### config.mk
export PLATFORM = sky130hd
export DESIGN_NAME = wreu_ram
export DESIGN_NICKNAME = d
export VERILOG_FILES = /design/src/hw/rtl/wreu_ram.sv
export SDC_FILE = /design/constraint.sdc
export NUM_CORES = 2
export LEC_CHECK = 0
export BUFFER_PORTS_ARGS = -buffer_cell sky130_fd_sc_hd__buf_2
export CELL_PAD_IN_SITES_DETAIL_PLACEMENT = 1
export CELL_PAD_IN_SITES_GLOBAL_PLACEMENT = 2
export CORE_MARGIN = 2
export CORE_UTILIZATION = 46
export CTS_BUF_LIST = sky130_fd_sc_hd__clkbuf_16
export DETAILED_ROUTE_END_ITERATION = 10
export GPL_ROUTABILITY_DRIVEN = 0
export PLACE_DENSITY_LB_ADDON = 0.1
export SLEW_MARGIN = 0
export SYNTH_ARGS = -nofsm -noshare
export SYNTH_HDL_FRONTEND = slang
export SYNTH_SLANG_ARGS = --single-unit
### constraint.sdc
create_clock -name clk -period 3.6 [get_ports clk]
set_input_delay 0.72 -clock clk [delete_from_list [all_inputs] [get_ports clk]]
set_output_delay 0.72 -clock clk [all_outputs]
set_load 0.02 [all_outputs]
### src/hw/rtl/wreu_ram.sv
// Generic single write port, single read port RAM with registered read.
`default_nettype none
module wreu_ram #(
    parameter int WIDTH = 32,
    parameter int DEPTH = 64,
    parameter int AW    = (DEPTH > 1) ? $clog2(DEPTH) : 1
) (
    input  wire logic             clk,
    input  wire logic             we,
    input  wire logic [AW-1:0]    waddr,
    input  wire logic [WIDTH-1:0] wdata,
    input  wire logic [AW-1:0]    raddr,
    output logic      [WIDTH-1:0] rdata
);

    logic [WIDTH-1:0] mem [DEPTH];

    always_ff @(posedge clk)
    begin
        if (we)
        begin
            mem[waddr] <= wdata;
        end
        rdata <= mem[raddr];
    end

endmodule
`default_nettype wire

==> impl_metrics.json <==
{
  "cts_setup_buffers": 0,
  "wl_met2_um": 106000,
  "synthAdderAreaFrac": 0,
  "top_layer_used": "met5",
  "port_buffers": 77,
  "synth_area_um2": 78500,
  "grtUsageTotal": 0.253,
  "num_io_pins": 78,
  "routed_wirelength_um": 217000,
  "worstPathArrival_ns": 3.34,
  "grt_overflow": 0,
  "fin_nets": 3725,
  "switchingPower_uw": 10900,
  "clock_power_share": 0.412,
  "grt_pass1_wl_um": 305000,
  "route.met3.wl_um": 13900,
  "setup_viol": 0,
  "hold_class": "primary input to flop",
  "via_count": 37500,
  "syn_avg_cell_area_um2": 23.6,
  "p_int_uw": 39300,
  "ant_nets": 0,
  "status": "finished clean",
  "cts_tree": "yes",
  "cts_num_sinks": 2080,
  "initialDrtViolationCount": 3994,
  "fin_crit_ns": 2.64,
  "synth_simple_gate_area_frac": 0.0127,
  "layout-drive-gt1-share": 0.315,
  "critPathKind": "primary input to flop",
  "drc": 0,
  "hpwlAfterDp_um": 124000,
  "synth.yosys.warnings": 0,
  "hold_viol": 0,
  "end_kind": "flop",
  "rsz0062_at_grt": "no",
  "period_share": 0.734,
  "fp.dieArea_um2": 174000,
  "crit_fanout": 28,
  "synth_mux_area_frac": 0.168,
  "root_buffer": "clkbuf_16",
  "synth_cells": 3324,
  "ys_seq_area_frac": 0.791,
  "peakVddDrop_v": 0.000498,
  "first_pass_iters": 5,
  "cts.reportedPaths.clkPinSlew_ns": 0.06,
  "clock.fmax_mhz": 379,
  "fillers": 14200,
  "cap_viol_max_count": 0,
  "startpoint_type": "primary input",
  "synth.distinct_cells": 34,
  "viasPerCell": 6.17,
  "die_x_um": 417,
  "core-area_um2": 169000,
  "rows": 151,
  "worstPathRequired_ns": 4.30,
  "cts_buffer_depth": 3,
  "worst_slew_pin_slew_ns": 1.37,
  "fin_area_um2": 90500,
  "antenna_found_initial": 15,
  "area_delta_synth_final_pct": 15.2,
  "switching_share": 0.217,
  "combinationalPowerShare": 0.052,
  "powerDensity_nw_per_um2": 555,
  "synth_top_family_by_area": "multiplexers",
  "fin_skew_ns": 0.0328,
  "slew_violations": 0,
  "grt_max_degree": 65,
  "p_leak_uw": 0.0286,
  "synth_compound_area_frac": 0.0167,
  "die_y_um": 417,
  "synth-seq-cells": 2080,
  "drt-met1-wl_um": 91700,
  "max_slew_margin": 0.0843,
  "synth_nets": 3370,
  "synthXorXnorAreaFrac": 0,
  "holdBufCountCts": 0,
  "htree_levels": 4,
  "tns_ns": 0,
  "placed_area_um2": 83900,
  "cts_repair_resize_count": 0,
  "cts_made_buffers": 209,
  "wl_per_cell_um": 35.6,
  "pwr-share-seq": 0.537,
  "first_global_vias": 39400,
  "start_util": 0.463,
  "clk_latency_ns": 0.86
}
sequential cells by signal (all words and copies together) (netlist names):
| name | flops |
|---|---|
| rdata | 32 |
| mem | 2048 |
cell type report:
cell class / count / area, µm² / share of cell area
timing repair buffer: 326 / 3040 / 0.0336
multi-input combinational: 1062 / 16000 / 0.177
sequential: 2080 / 62100 / 0.687
clock inverter: 175 / 1240 / 0.0137
clock buffer: 211 / 5280 / 0.0584
tap: 2218 / 2780 / 0.0307
antenna: 6 / 15.0 / 0.000166
final timing paths:
check                                  from        end  slack, ns  cells after the start
worst max-delay path               raddr[0]   rdata[0]       0.96                     10
worst min-delay path               raddr[4]  rdata[23]       0.34                      3
worst max register to register  mem[36][21]  rdata[21]       1.34                      5
worst min register to register  mem[29][20]  rdata[20]       0.76                      4
power groups by stage:
stage	sequential [µW]	clock [µW]	combinational [µW]
after floorplan	27400	0	1300
after global placement	27400	0	2570
after detailed placement	27500	0	2640
after CTS	26900	21100	2640
after global routing	26900	21900	2760
final	26900	20700	2600
cell usage after synthesis:
cell type | instances | area [µm²]
nor3_1 | 7 | 35.0
buf_2 | 57 | 285
a31oi_1 | 1 | 6.26
nand4_1 | 2 | 12.5
mux2i_1 | 93 | 931
nand2b_1 | 8 | 50.1
a21oi_1 | 62 | 310
nand2_1 | 26 | 97.6
and2_1 | 2 | 12.5
or2_1 | 1 | 6.26
a22oi_1 | 12 | 90.1
o32ai_1 | 4 | 35.0
a311oi_1 | 8 | 70.1
or3_1 | 3 | 18.8
nand3b_1 | 5 | 37.5
buf_1 | 21 | 78.8
and3_1 | 4 | 25.0
buf_6 | 5 | 56.3
nor2_1 | 137 | 514
or2_2 | 1 | 6.26
mux4_2 | 544 | 12300
or2_0 | 1 | 6.26
edfxtp_1 | 2048 | 61500
o22ai_1 | 84 | 526
or3b_2 | 3 | 26.3
or3b_1 | 2 | 17.5
dfxtp_1 | 32 | 641
buf_4 | 25 | 188
nor2b_1 | 15 | 93.8
o221ai_1 | 27 | 236
clkbuf_1 | 74 | 278
nand4b_1 | 1 | 8.76
nand3_1 | 5 | 25.0
a41o_1 | 4 | 40.0
layer usage:
metal	up-vias	GRT usage
met5	-	0
met4	6	0.0654
met3	292	0.0435
met2	1340	0.408
met1	20900	0.361
li1	15000	-
kinds of logic (layout without fill, tap and decap cells):
logic type	after synthesis	in the layout
and+or+nand+nor	223	223
muxes	637	637
AOI/OAI and AO/OA	202	202
buffers and inverters	182	712
DFF	2080	2080
other	0	6
placed cells by master, fill, tap and decap left out, drive strengths merged, types with 26 or more instances in the layout:
cell type  instances
inv               60
dfxtp             32
edfxtp          2048
o221ai            27
nand2             26
clkinv           100
mux4             544
buf              326
o22ai             84
mux2i             93
a21oi             62
clkbuf           211
nor2             137
critical path: stages:
cell      delay, ns
buf_8          0.16
buf_12         0.25
buf_12         0.24
buf_12         0.26
mux4_2         0.53
o221ai_1       0.22
a21oi_1        0.13
buf_4          0.22
a21oi_1        0.47
nor2_1         0.07
metrics by stage:
stage	instances	worst slack [ns]	hold WS, ns	total power (µW)	util
after detailed placement	5686	0.110	0.754	30100	0.495
after global placement	5686	0.105	0.720	30000	0.495
final	6078	0.959	0.337	50200	0.534
after CTS	6072	1.03	0.275	50600	0.534
after floorplan	3324	0.228	0.663	28700	-
after global routing	6076	0.882	0.301	51600	0.534
Power figures use the tool's default switching activity.
